--- src/rtl/core/event_interval_burst_monitor_macros.svh ---
// Assertion macros shared by the event interval burst monitor.
`ifndef EVENT_INTERVAL_BURST_MONITOR_MACROS_SVH
`define EVENT_INTERVAL_BURST_MONITOR_MACROS_SVH

// Same-cycle implication, sampled on clk, quiet during reset.
`define EIBM_ASSERT_NOW(label, ante, cons, msg) \
  label: assert property (@(posedge clk) disable iff (rst) (ante) |-> (cons)) else $error(msg);

// Next-cycle implication, sampled on clk, quiet during reset.
`define EIBM_ASSERT_NEXT(label, ante, cons, msg) \
  label: assert property (@(posedge clk) disable iff (rst) (ante) |=> (cons)) else $error(msg);

`endif

--- src/rtl/core/eibm_pkg.sv ---
// Types, constants and helpers of the event interval burst monitor.
package eibm_pkg;

  localparam int unsigned NUM_REGS   = 4;
  localparam int unsigned READ_SLOTS = 4;
  localparam int unsigned CFG_IDX_W  = 2;
  localparam int unsigned CNT_W      = 32;
  localparam int unsigned TIME_W     = 64;

  typedef logic [CNT_W-1:0]  cnt_t;
  typedef logic [TIME_W-1:0] time_t;

  localparam cnt_t CNT_SAT = 32'hFFFF_FFFF;

  localparam cnt_t THR_RESET [NUM_REGS] = '{32'd1000, 32'd10000, 32'd100000, 32'd1000000};

  typedef enum logic {
    ACT_RECORD = 1'b0,
    ACT_READ   = 1'b1
  } action_t;

  typedef struct packed {
    logic rec_en;
    logic adm;
    logic last_adm;
  } rec_ctl_t;

  typedef struct packed {
    time_t since_any;
    time_t since_susp;
    time_t overall;
  } interval_t;

  typedef struct packed {
    cnt_t short_total;
    cnt_t adm_total;
    cnt_t susp_total;
    cnt_t run_max;
    cnt_t adm_run_max;
    cnt_t susp_run_max;
  } level_stats_t;

  // Interval is short when it lies below the 32-bit threshold.
  function automatic logic below_thr(time_t iv, cnt_t thr);
    return (iv[TIME_W-1:CNT_W] == '0) && (iv[CNT_W-1:0] < thr);
  endfunction

endpackage

--- src/rtl/core/event_interval_burst_monitor.sv ---
// Event interval burst monitor. Throughput one word per cycle while the result
// channel is not stalled; an accepted word is registered, then all level
// updates and the result are formed in one pass into the output register.
// A stalled output holds one result while one more word waits in the input register.
// Synchronous active-high rst clears all counters, runs, maxima and timestamps
// and loads the threshold reset values; no clearing pass is needed.
module event_interval_burst_monitor #(
  parameter int unsigned LEVELS = 4
) (
  input  logic                               clk,
  input  logic                               rst,
  // configuration write port
  input  logic                               cfg_we,
  input  logic [eibm_pkg::CFG_IDX_W-1:0]     cfg_index,
  input  logic [eibm_pkg::CNT_W-1:0]         cfg_data,
  // input channel
  input  logic                               in_valid,
  output logic                               in_ready,
  input  logic                               action,
  input  logic [eibm_pkg::TIME_W-1:0]        event_time,
  input  logic                               admitted,
  input  logic [1:0]                         level_index,
  // result channel
  output logic                               out_valid,
  input  logic                               out_ready,
  output logic [3:0]                         short_hit_mask,
  output logic [3:0]                         suspicious_hit_mask,
  output logic [eibm_pkg::CNT_W-1:0]         short_count,
  output logic [eibm_pkg::CNT_W-1:0]         admitted_short_count,
  output logic [eibm_pkg::CNT_W-1:0]         suspicious_short_count,
  output logic [eibm_pkg::CNT_W-1:0]         longest_run,
  output logic [eibm_pkg::CNT_W-1:0]         longest_admitted_run,
  output logic [eibm_pkg::CNT_W-1:0]         longest_suspicious_run
);

  // ---------------------------------------------------------------------------
  // Thresholds: one register per level that has a configuration index;
  // higher levels compare against zero and so never count.
  // ---------------------------------------------------------------------------
  eibm_pkg::cnt_t thr [LEVELS];

  for (genvar l = 0; l < LEVELS; l++) begin : g_thr
    if (l < eibm_pkg::NUM_REGS) begin : g_reg
      always_ff @(posedge clk) begin
        if (rst) begin
          thr[l] <= eibm_pkg::THR_RESET[l];
        end else if (cfg_we && (cfg_index == eibm_pkg::CFG_IDX_W'(l))) begin
          thr[l] <= cfg_data;
        end
      end
    end else begin : g_zero
      assign thr[l] = '0;
    end
  end

  // ---------------------------------------------------------------------------
  // Input register: holds one word until the result register can take it.
  // ---------------------------------------------------------------------------
  logic              in_vld;
  eibm_pkg::action_t act_q;
  eibm_pkg::time_t   time_q;
  logic              adm_q;
  logic [1:0]        lvl_q;
  logic              advance;

  assign advance  = in_vld && (!out_valid || out_ready);
  assign in_ready = !in_vld || advance;

  always_ff @(posedge clk) begin
    if (rst) begin
      in_vld <= 1'b0;
    end else if (in_ready) begin
      in_vld <= in_valid;
    end
  end

  always_ff @(posedge clk) begin
    if (in_valid && in_ready) begin
      act_q  <= eibm_pkg::action_t'(action);
      time_q <= event_time;
      adm_q  <= admitted;
      lvl_q  <= level_index;
    end
  end

  // ---------------------------------------------------------------------------
  // Single pass: intervals, then all levels in parallel.
  // State updates at the same edge that moves the word to the result register,
  // so the next word always sees the state this one left.
  // ---------------------------------------------------------------------------
  eibm_pkg::interval_t    iv;
  logic                   last_adm;
  eibm_pkg::rec_ctl_t     ctl;
  logic [LEVELS-1:0]      short_hit;
  logic [LEVELS-1:0]      susp_hit;
  eibm_pkg::level_stats_t stats [LEVELS];

  assign ctl.rec_en   = advance && (act_q == eibm_pkg::ACT_RECORD);
  assign ctl.adm      = adm_q;
  assign ctl.last_adm = last_adm;

  eibm_interval u_interval (
    .clk      (clk),
    .rst      (rst),
    .rec_en   (ctl.rec_en),
    .adm      (adm_q),
    .now      (time_q),
    .iv       (iv),
    .last_adm (last_adm)
  );

  for (genvar l = 0; l < LEVELS; l++) begin : g_level
    eibm_level u_level (
      .clk       (clk),
      .rst       (rst),
      .ctl       (ctl),
      .iv        (iv),
      .thr       (thr[l]),
      .short_hit (short_hit[l]),
      .susp_hit  (susp_hit[l]),
      .stats     (stats[l])
    );
  end

  // Map levels onto the four visible mask bits and read slots; slots past
  // the last level read as zero.
  logic [eibm_pkg::READ_SLOTS-1:0] short_mask_c;
  logic [eibm_pkg::READ_SLOTS-1:0] susp_mask_c;
  eibm_pkg::level_stats_t          rd_slot [eibm_pkg::READ_SLOTS];
  eibm_pkg::level_stats_t          rd_sel;

  for (genvar s = 0; s < eibm_pkg::READ_SLOTS; s++) begin : g_slot
    if (s < LEVELS) begin : g_live
      assign short_mask_c[s] = short_hit[s];
      assign susp_mask_c[s]  = susp_hit[s];
      assign rd_slot[s]      = stats[s];
    end else begin : g_none
      assign short_mask_c[s] = 1'b0;
      assign susp_mask_c[s]  = 1'b0;
      assign rd_slot[s]      = '0;
    end
  end

  assign rd_sel = rd_slot[lvl_q];

  // ---------------------------------------------------------------------------
  // Result register: a record shows only masks, a read only counters.
  // ---------------------------------------------------------------------------
  always_ff @(posedge clk) begin
    if (rst) begin
      out_valid <= 1'b0;
    end else if (advance) begin
      out_valid <= 1'b1;
    end else if (out_ready) begin
      out_valid <= 1'b0;
    end
  end

  always_ff @(posedge clk) begin
    if (advance) begin
      if (act_q == eibm_pkg::ACT_READ) begin
        short_hit_mask         <= '0;
        suspicious_hit_mask    <= '0;
        short_count            <= rd_sel.short_total;
        admitted_short_count   <= rd_sel.adm_total;
        suspicious_short_count <= rd_sel.susp_total;
        longest_run            <= rd_sel.run_max;
        longest_admitted_run   <= rd_sel.adm_run_max;
        longest_suspicious_run <= rd_sel.susp_run_max;
      end else begin
        short_hit_mask         <= short_mask_c;
        suspicious_hit_mask    <= susp_mask_c;
        short_count            <= '0;
        admitted_short_count   <= '0;
        suspicious_short_count <= '0;
        longest_run            <= '0;
        longest_admitted_run   <= '0;
        longest_suspicious_run <= '0;
      end
    end
  end

  // ---------------------------------------------------------------------------
  // Assertions
  // ---------------------------------------------------------------------------
  `include "event_interval_burst_monitor_macros.svh"

  `EIBM_ASSERT_NOW(a_backpressure_only_when_full, !in_ready,
                   in_vld && out_valid && !out_ready, "input stalled while a stage is free")
  `EIBM_ASSERT_NEXT(a_read_has_no_hits, advance && (act_q == eibm_pkg::ACT_READ),
                    (short_hit_mask == '0) && (suspicious_hit_mask == '0),
                    "read result carries hit bits")
  `EIBM_ASSERT_NEXT(a_record_has_no_counts, ctl.rec_en,
                    (short_count == '0) && (longest_run == '0) && (longest_suspicious_run == '0),
                    "record result carries counters")
  `EIBM_ASSERT_NEXT(a_admitted_no_susp_hit, ctl.rec_en && adm_q, suspicious_hit_mask == '0,
                    "admitted word set a suspicious hit")

endmodule

--- src/rtl/core/eibm_interval.sv ---
// Timestamp state and the three intervals of each event.
module eibm_interval (
  input  logic                   clk,
  input  logic                   rst,
  input  logic                   rec_en,
  input  logic                   adm,
  input  eibm_pkg::time_t        now,
  output eibm_pkg::interval_t    iv,
  output logic                   last_adm
);

  eibm_pkg::time_t last_event_time;
  eibm_pkg::time_t last_susp_time;

  always_comb begin
    iv.since_any  = now - last_event_time;
    iv.since_susp = now - last_susp_time;
    iv.overall    = (iv.since_any < iv.since_susp) ? iv.since_any : iv.since_susp;
  end

  always_ff @(posedge clk) begin
    if (rst) begin
      last_event_time <= '0;
      last_susp_time  <= '0;
      last_adm        <= 1'b0;
    end else if (rec_en) begin
      last_event_time <= now;
      if (!adm) begin
        last_susp_time <= now;
      end
      last_adm <= adm;
    end
  end

endmodule

--- src/rtl/core/eibm_level.sv ---
// Counters, runs and run maxima of one threshold level.
module eibm_level (
  input  logic                    clk,
  input  logic                    rst,
  input  eibm_pkg::rec_ctl_t      ctl,
  input  eibm_pkg::interval_t     iv,
  input  eibm_pkg::cnt_t          thr,
  output logic                    short_hit,
  output logic                    susp_hit,
  output eibm_pkg::level_stats_t  stats
);

  eibm_pkg::cnt_t run;
  eibm_pkg::cnt_t adm_run;
  eibm_pkg::cnt_t susp_run;

  logic short_ov;
  logic short_any;
  logic short_susp;

  assign short_ov   = eibm_pkg::below_thr(iv.overall, thr);
  assign short_any  = eibm_pkg::below_thr(iv.since_any, thr);
  assign short_susp = eibm_pkg::below_thr(iv.since_susp, thr);

  assign short_hit = short_ov && (stats.short_total != eibm_pkg::CNT_SAT);
  assign susp_hit  = !ctl.adm && short_susp && (stats.susp_total != eibm_pkg::CNT_SAT);

  always_ff @(posedge clk) begin
    if (rst) begin
      run      <= '0;
      adm_run  <= '0;
      susp_run <= '0;
      stats    <= '0;
    end else if (ctl.rec_en) begin
      // overall interval
      if (short_ov) begin
        if (short_hit) begin
          stats.short_total <= stats.short_total + 1'b1;
          if (run != eibm_pkg::CNT_SAT) begin
            run <= run + 1'b1;
            if (run >= stats.run_max) begin
              stats.run_max <= run + 1'b1;
            end
          end
        end
      end else begin
        run <= '0;
      end
      // admitted or suspicious interval
      if (ctl.adm) begin
        if (short_any) begin
          if (stats.adm_total != eibm_pkg::CNT_SAT) begin
            stats.adm_total <= stats.adm_total + 1'b1;
            if (!ctl.last_adm) begin
              adm_run <= '0;
            end else if (adm_run != eibm_pkg::CNT_SAT) begin
              adm_run <= adm_run + 1'b1;
              if (adm_run >= stats.adm_run_max) begin
                stats.adm_run_max <= adm_run + 1'b1;
              end
            end
          end
        end else begin
          adm_run <= '0;
        end
      end else begin
        if (short_susp) begin
          if (susp_hit) begin
            stats.susp_total <= stats.susp_total + 1'b1;
            if (ctl.last_adm) begin
              susp_run <= '0;
            end else if (susp_run != eibm_pkg::CNT_SAT) begin
              susp_run <= susp_run + 1'b1;
              if (susp_run >= stats.susp_run_max) begin
                stats.susp_run_max <= susp_run + 1'b1;
              end
            end
          end
        end else begin
          susp_run <= '0;
        end
      end
    end
  end

endmodule
--- config.mk ---
export PLATFORM = sky130hd
export DESIGN_NAME = event_interval_burst_monitor
export DESIGN_NICKNAME = d
export VERILOG_FILES = /design/src/rtl/core/eibm_pkg.sv /design/src/rtl/core/event_interval_burst_monitor.sv /design/src/rtl/core/eibm_interval.sv /design/src/rtl/core/eibm_level.sv
export VERILOG_INCLUDE_DIRS = /design/src /design/src/rtl/core
export SDC_FILE = /design/constraint.sdc
export NUM_CORES = 2
export LEC_CHECK = 0
export BUFFER_PORTS_ARGS = -buffer_cell sky130_fd_sc_hd__buf_4
export CAP_MARGIN = 20
export CORE_ASPECT_RATIO = 0.7
export CORE_MARGIN = 1.5
export CORE_UTILIZATION = 40
export DETAILED_ROUTE_END_ITERATION = 12
export MAX_ROUTING_LAYER = met4
export PLACE_DENSITY = 0.63
export SYNTH_ARGS = -nofsm -noshare
export SYNTH_HDL_FRONTEND = slang
export SYNTH_SLANG_ARGS = --single-unit
export TNS_END_PERCENT = 10
--- constraint.sdc ---
create_clock -name clk -period 16.3 [get_ports clk]
set_input_delay 3.26 -clock clk [delete_from_list [all_inputs] [get_ports clk]]
set_output_delay 3.26 -clock clk [all_outputs]
set_load 0.01 [all_outputs]
* Word level (Yosys, flattened, before mapping) *
Memories as Yosys holds them, arrays and structs flattened.
Index checks and enable logic that the tools add are counted.

cells by class
  bitwise operators = 8
  muxes and demuxes = 68
  reduce and logical (&&, ||, !) cells = 78
  add/sub/neg operators = 26
  equality and inequality tests = 51
  $lt $le $gt $ge = 26

operators by type and width
  kind                                                              number
  32-bit two-way mux                                                48
  32-bit by 1-bit adder with 32-bit output (second input constant)  24
  32-bit != test (second input constant)                            24
  192-bit binary-select mux with 2-bit select                       1
  32-bit >= comparator                                              12
  32-bit < comparator                                               12
  192-bit two-way mux                                               2
  64-bit subtractor                                                 2
  32-bit zero test                                                  3
  64-bit < comparator                                               1
  64-bit two-way mux                                                1
  4-bit AND reduction                                               16
  7-bit AND reduction                                               8
  1-bit logical AND                                                 31
  3-bit != test (second input constant)                             8
  3-bit AND reduction                                               8
  5-bit AND reduction                                               4
  1-bit two-way mux                                                 16
  2-bit by 1-bit != test with 1-bit output (second input constant)  8
  2-bit != test (second input constant)                             8
  2-bit equality test (second input constant)                       2
  1-bit OR                                                          4
  3-bit >= comparator (second input constant)                       1
  1-bit zero test                                                   3
  other kinds (7)                                                   10

word-level totals
  memories kept = 1
  output and inout bits = 202
  bits in writable memories = 128
  bits of input ports = 107
  register bits = 1551

memories
  name  depth  width  read ports  clocked after memory_dff  write ports  line                                RTL
  thr   4      32     4           0                         4            event_interval_burst_monitor.sv:40  eibm_pkg::cnt_t thr [LEVELS];

* Depth between registers and ports, before layout *
  word-level depth = 8
  depth in mapped cells = 40
  gate-level depth less buffers = 38

* Hierarchy *
From an unflattened synthesis, not the netlist that was laid out.

unflattened totals
  cell total of the unflattened synthesis = 12515
  area, all modules = 108188.8 um^2

modules (own cells, without submodules)
  module                               area an instance (um^2)  cells each  instances
  eibm_level (g_level[1].u_level ...)  18222.5                  2263        2
  eibm_level (g_level[3].u_level)      19785.2                  2408        1
  event_interval_burst_monitor         18724.2                  1230        1
  eibm_level (g_level[0].u_level)      18685.4                  2315        1
  eibm_interval                        14549.0                  2036        1

* Worst setup path after synthesis *
Ideal clock, no wire load.

  path type = input-to-reg
  start = input port out_ready
  end = register, netlist name g_level[2].u_level.stats[115]
  data arrival time = 9.351 ns
  setup time = 0.128 ns
  cell stages on the path = 13
  path buffers = 3
  setup slack = 6.821 ns
  cell sequence = nor2b_1 nand2b_1 inv_1 nand2b_1 clkbuf_1 nor2_1 clkbuf_1 nand3_1 nor4_1 clkbuf_1 nand3_1 xor2_1 nor2_1

on the way
  cells in the longest elaborated chain, start to end = 4

RTL lines
  element                               line                                RTL
  start: declaration                    event_interval_burst_monitor.sv:25  input logic out_ready,
  1-bit logical OR                      event_interval_burst_monitor.sv:66  assign advance = in_vld && (!out_valid || out_ready);
  1-bit logical AND                     event_interval_burst_monitor.sv:66
  net advance                           event_interval_burst_monitor.sv:64  logic advance;
  1-bit logical AND                     event_interval_burst_monitor.sv:98  assign ctl.rec_en = advance && (act_q == eibm_pkg::ACT_RECORD);
  4-bit AND reduction (no source line)  -

The timed path passes the listed nets, and every way through them passes these cells.
A chain may end at the register's enable or synchronous reset.

* Final worst setup path *
  start = register time_q[49]
  end = register, netlist name g_level[3].u_level.stats[77]

on the way
  cells in the longest elaborated chain, start to end = 7
  elaborated cells between the ends (all ways) = 9

RTL lines
  element                                                         line                                      RTL
  start: declaration                                              event_interval_burst_monitor.sv:61        eibm_pkg::time_t time_q;
  start signal: assignment                                        event_interval_burst_monitor.sv:80        time_q <= event_time;
  64-bit subtractor, on equally long branches                     eibm_interval.sv:16, eibm_interval.sv:17
  64-bit < comparator                                             eibm_interval.sv:18                       iv.overall = (iv.since_any < iv.since_susp) ? iv.since_any : iv.since_susp;
  64-bit two-way mux *                                            eibm_interval.sv:18
  32-bit < comparator / 32-bit zero test (equally long branches)  eibm_pkg.sv:45                            return (iv[TIME_W-1:CNT_W] == '0) && (iv[CNT_W-1:0] < thr);
  1-bit logical AND *                                             eibm_pkg.sv:45
  1-bit logical AND                                               eibm_level.sv:25                          assign short_hit = short_ov && (stats.short_total != eibm_pkg::CNT_SAT);
  5-bit AND reduction (no source line) *                          -

Every way passes the cells marked *; elsewhere a longest branch is shown, timed or not.

==> out/metrics.cfg <==
[finish]
seq_area_um2=37580
fillCellCount=25672
multi_input_area_um2=64390
synthToLayoutAreaGrowth_pct=11.13
final_util=0.4485
drive_above_1_share=0.09471
fin_nets=13307
final_area_um2=119200

[status]
run_status=completed

[setup_path]
worstSetupEndpointType=flop
slowest_delay_ps=680
r2r_slack_ps=5140
rr_worst_depth=35
crit_fanout=64
r2r-start=time_q[49]$_DFFE_PP_
startpoint_type=flop
crit_type=reg2reg
critPathArrivalTime_ps=11830
cp.required_ps=16970
critPathSlowestCell=o21ai_0
reg2reg_to=g_level[3].u_level.stats[77]$_SDFFE_PP0P_

[sta]
period_share=0.6845
setup_violations=0
slew_headroom=0.1861
slew_violations=0
fin_skew_ps=75.42
hold_violations=0
max_clock_freq_ghz=0.08963
rsz0062_at_grt=false
layout_min_cycle_time_ps=11160
fin_setup_tns_ps=0
hold_slack_ps=452.7
worst_pin_slew_ps=1205

[power_and_ir_drop]
internal_power_mw=7.500
comb_power_share=0.176
power-per-cell-area_nw_per_um2=89.31
power.leakage_nw=46.27
p_clk_frac=0.414
p_seq_frac=0.410
switchingPower_mw=3.150
peakVddDrop_uv=81.73
swShare=0.2958
finalPower_mw=10.65

[die]
fp.dieW_um=622.0
io-pin-count=309
fp-row-count=158
die_y_um=436.3
start_util=0.4036
core_area_um2=265900
dieArea_um2=271400

[drt]
drt_iter0_drc=9968
routed_via_density=5.667
drt_pass1_iterations=6
post_drt_wl_per_cell_um=22.26
num_vias=90099
wl_um=354000
drc=0
detail-route-antenna-nets=0

[global_route]
grt_overflow=0
grt_max_degree=142
grt_usage=0.2607
grt_pass1_vias=81510
grt_pass1_wl_um=532400
antenna_found_initial=16

[placed_design]
port-buffer-count=308
place.gp.congestion=0.9977
hpwlAfterDp_um=268200
dpl_cell_area_um2=112900

[clock_tree]
postCtsSetupRepairBufs=0
cts_max_path_buffers=4
clkTransAtPathRegs_ps=60
postCtsHoldBufs=0
post_cts_resized=0
cts-root-buf=clkbuf_16
clk_latency_ps=880
htree_levels=4
cts.sinks=1679
cts_buffers=185
cts_tree=done

[logic_synthesis]
synth_cell_type_count=101
synth_edf_count=396
avgSynthCellArea_um2=8.792
yosys_most_used_dff=dfxtp_1
ys_seq_area_frac=0.3502
yosysTopAreaCellShare=0.2394
netlist_top_cells_area=dfxtp_1 24%, ha_1 11%, edfxtp_1 11%
syn_nets=13283
synthArstFlopShare=0
netlist_instances=12205
synth_top_cell_by_area=dfxtp_1
ys_ff_latch=1679
syn_area_um2=107300
yosysWarnings=0

[min_path]
hold_path_depth=2
hp-start=u_interval.last_susp_time[43]$_SDFFE_PP0P_
min_to=u_interval.last_susp_time[43]$_SDFFE_PP0P_
worst_hold_path_type=reg2reg

[flow_run]
cap_violations=0

[cell type report]
type	instances	share of cell area
multi-input combinational	9082	0.5400
sequential	1679	0.3151
clock buffer	253	0.04437
tap	3520	0.03693
timing repair buffer	463	0.02978
inverter	818	0.02582
clock inverter	79	0.007817
antenna	6	0.0001259
[layout by cell type (no fill, tap or decap), drive strengths merged, types with 23 or more instances in the layout]
master     n
or2       28
clkinv    48
or4       47
and2     390
a31oi     60
o21a      89
o31ai    114
xnor2    432
nand3    452
o311ai    23
edfxtp   396
inv      825
mux2      23
dfxtp   1283
a211oi   114
clkbuf   253
nor4     202
o21ai    645
a22oi     23
o21bai    27
nand4    309
nor2b    168
and3     240
nor3     166
o211ai    60
nand2   1011
a21o     230
or3       75
mux2i    336
mux4     192
nand2b   124
a21oi    653
xor2     323
ha       969
nor2    1161
buf      463
and4      84
[layer usage]
metal | share of wire | up-vias | GRT usage
li1 | - | 43606 | -
met1 | 0.51 | 42985 | 0.4093
met2 | 0.39 | 3161 | 0.3409
met3 | 0.081 | 347 | 0.04003
met4 | 0.024 | 0 | 0.05878
met5 | 0 | - | -
[worst max path at each step]
stage | slack, ps | endpoint | from
after floorplan | 6820 | g_level[2].u_level.stats[115]$_SDFFE_PP0P_ | out_ready
after global placement | 5560 | g_level[3].u_level.stats[75]$_SDFFE_PP0P_ | time_q[0]$_DFFE_PP_
after detailed placement | 5530 | g_level[3].u_level.stats[76]$_SDFFE_PP0P_ | time_q[0]$_DFFE_PP_
after CTS | 5470 | g_level[3].u_level.stats[77]$_SDFFE_PP0P_ | time_q[0]$_DFFE_PP_
after global routing | 4750 | g_level[3].u_level.stats[88]$_SDFFE_PP0P_ | time_q[13]$_DFFE_PP_
final | 5140 | g_level[3].u_level.stats[77]$_SDFFE_PP0P_ | time_q[49]$_DFFE_PP_
[Yosys cell counts (27+ instances only)]
cell,count
a31oi_1,60
a21o_1,230
a21oi_1,644
nand3_1,452
nor2b_1,168
buf_2,54
inv_1,818
nor4_2,77
nor4_1,121
and3_1,240
edfxtp_1,396
or4_1,47
buf_1,66
nand4_1,308
o211ai_1,60
o21a_1,89
clkbuf_1,487
xnor2_1,432
ha_1,969
a211oi_1,111
o21bai_1,27
nor2_1,1161
nand2b_1,124
or3_1,75
and2_1,388
nor3_1,163
o31ai_1,114
mux4_2,192
xor2_1,323
o21ai_0,622
dfxtp_1,1283
and4_1,83
mux2i_1,336
nand2_1,1011
[kinds of logic (layout without fill, tap and decap cells)]
group           Yosys count  in the layout  share of synthesized area
simple gates           4518           4518                     0.2146
compound gates         2287           2287                     0.1339
flops                  1679           1679                     0.3502
buf+inv                1444           1613                    0.05223
fa+ha+maj               971            971                     0.1134
xor+xnor                755            755                    0.06163
mux                     551            551                    0.07406
other cells               0              6                          0
[state kept, by name, summed over array words and instances, names as in the netlist, 2 cells and up]
signal and count:
thr 128, suspicious_hit_mask 4, g_level.u_level.adm_run 128, u_interval.last_event_time 64
longest_run 32, g_level.u_level.run 128, lvl_q 2, g_level.u_level.stats 768
suspicious_short_count 32, admitted_short_count 32, time_q 64, g_level.u_level.susp_run 128
u_interval.last_susp_time 64, short_hit_mask 4, longest_suspicious_run 32, longest_admitted_run 32
short_count 32
[stage by stage]
stage,setup slack [ps],std cells
after floorplan,6821,12205
after global placement,5558,15553
after detailed placement,5531,15556
after CTS,5470,15888
after global routing,4750,15896
final,5143,15900
[power groups by stage]
| stage | logic (mW) | registers [mW] | clock network, mW |
|---|---|---|---|
| after floorplan | 1.12 | 4.45 | 0 |
| after global placement | 1.83 | 4.46 | 0 |
| after detailed placement | 1.81 | 4.46 | 0 |
| after CTS | 1.82 | 4.37 | 4.51 |
| after global routing | 2.03 | 4.37 | 4.68 |
| final | 1.87 | 4.37 | 4.41 |
[critical path, delay by kind of cell, from the launching register on]
family          cells  cell delay (ps)
flops               1              480
fa+ha+maj           3             1180
simple gates       13             3380
compound gates     14             4110
mux                 1              240
buf+inv             4             1390
(Power assumes the default switching activity.)
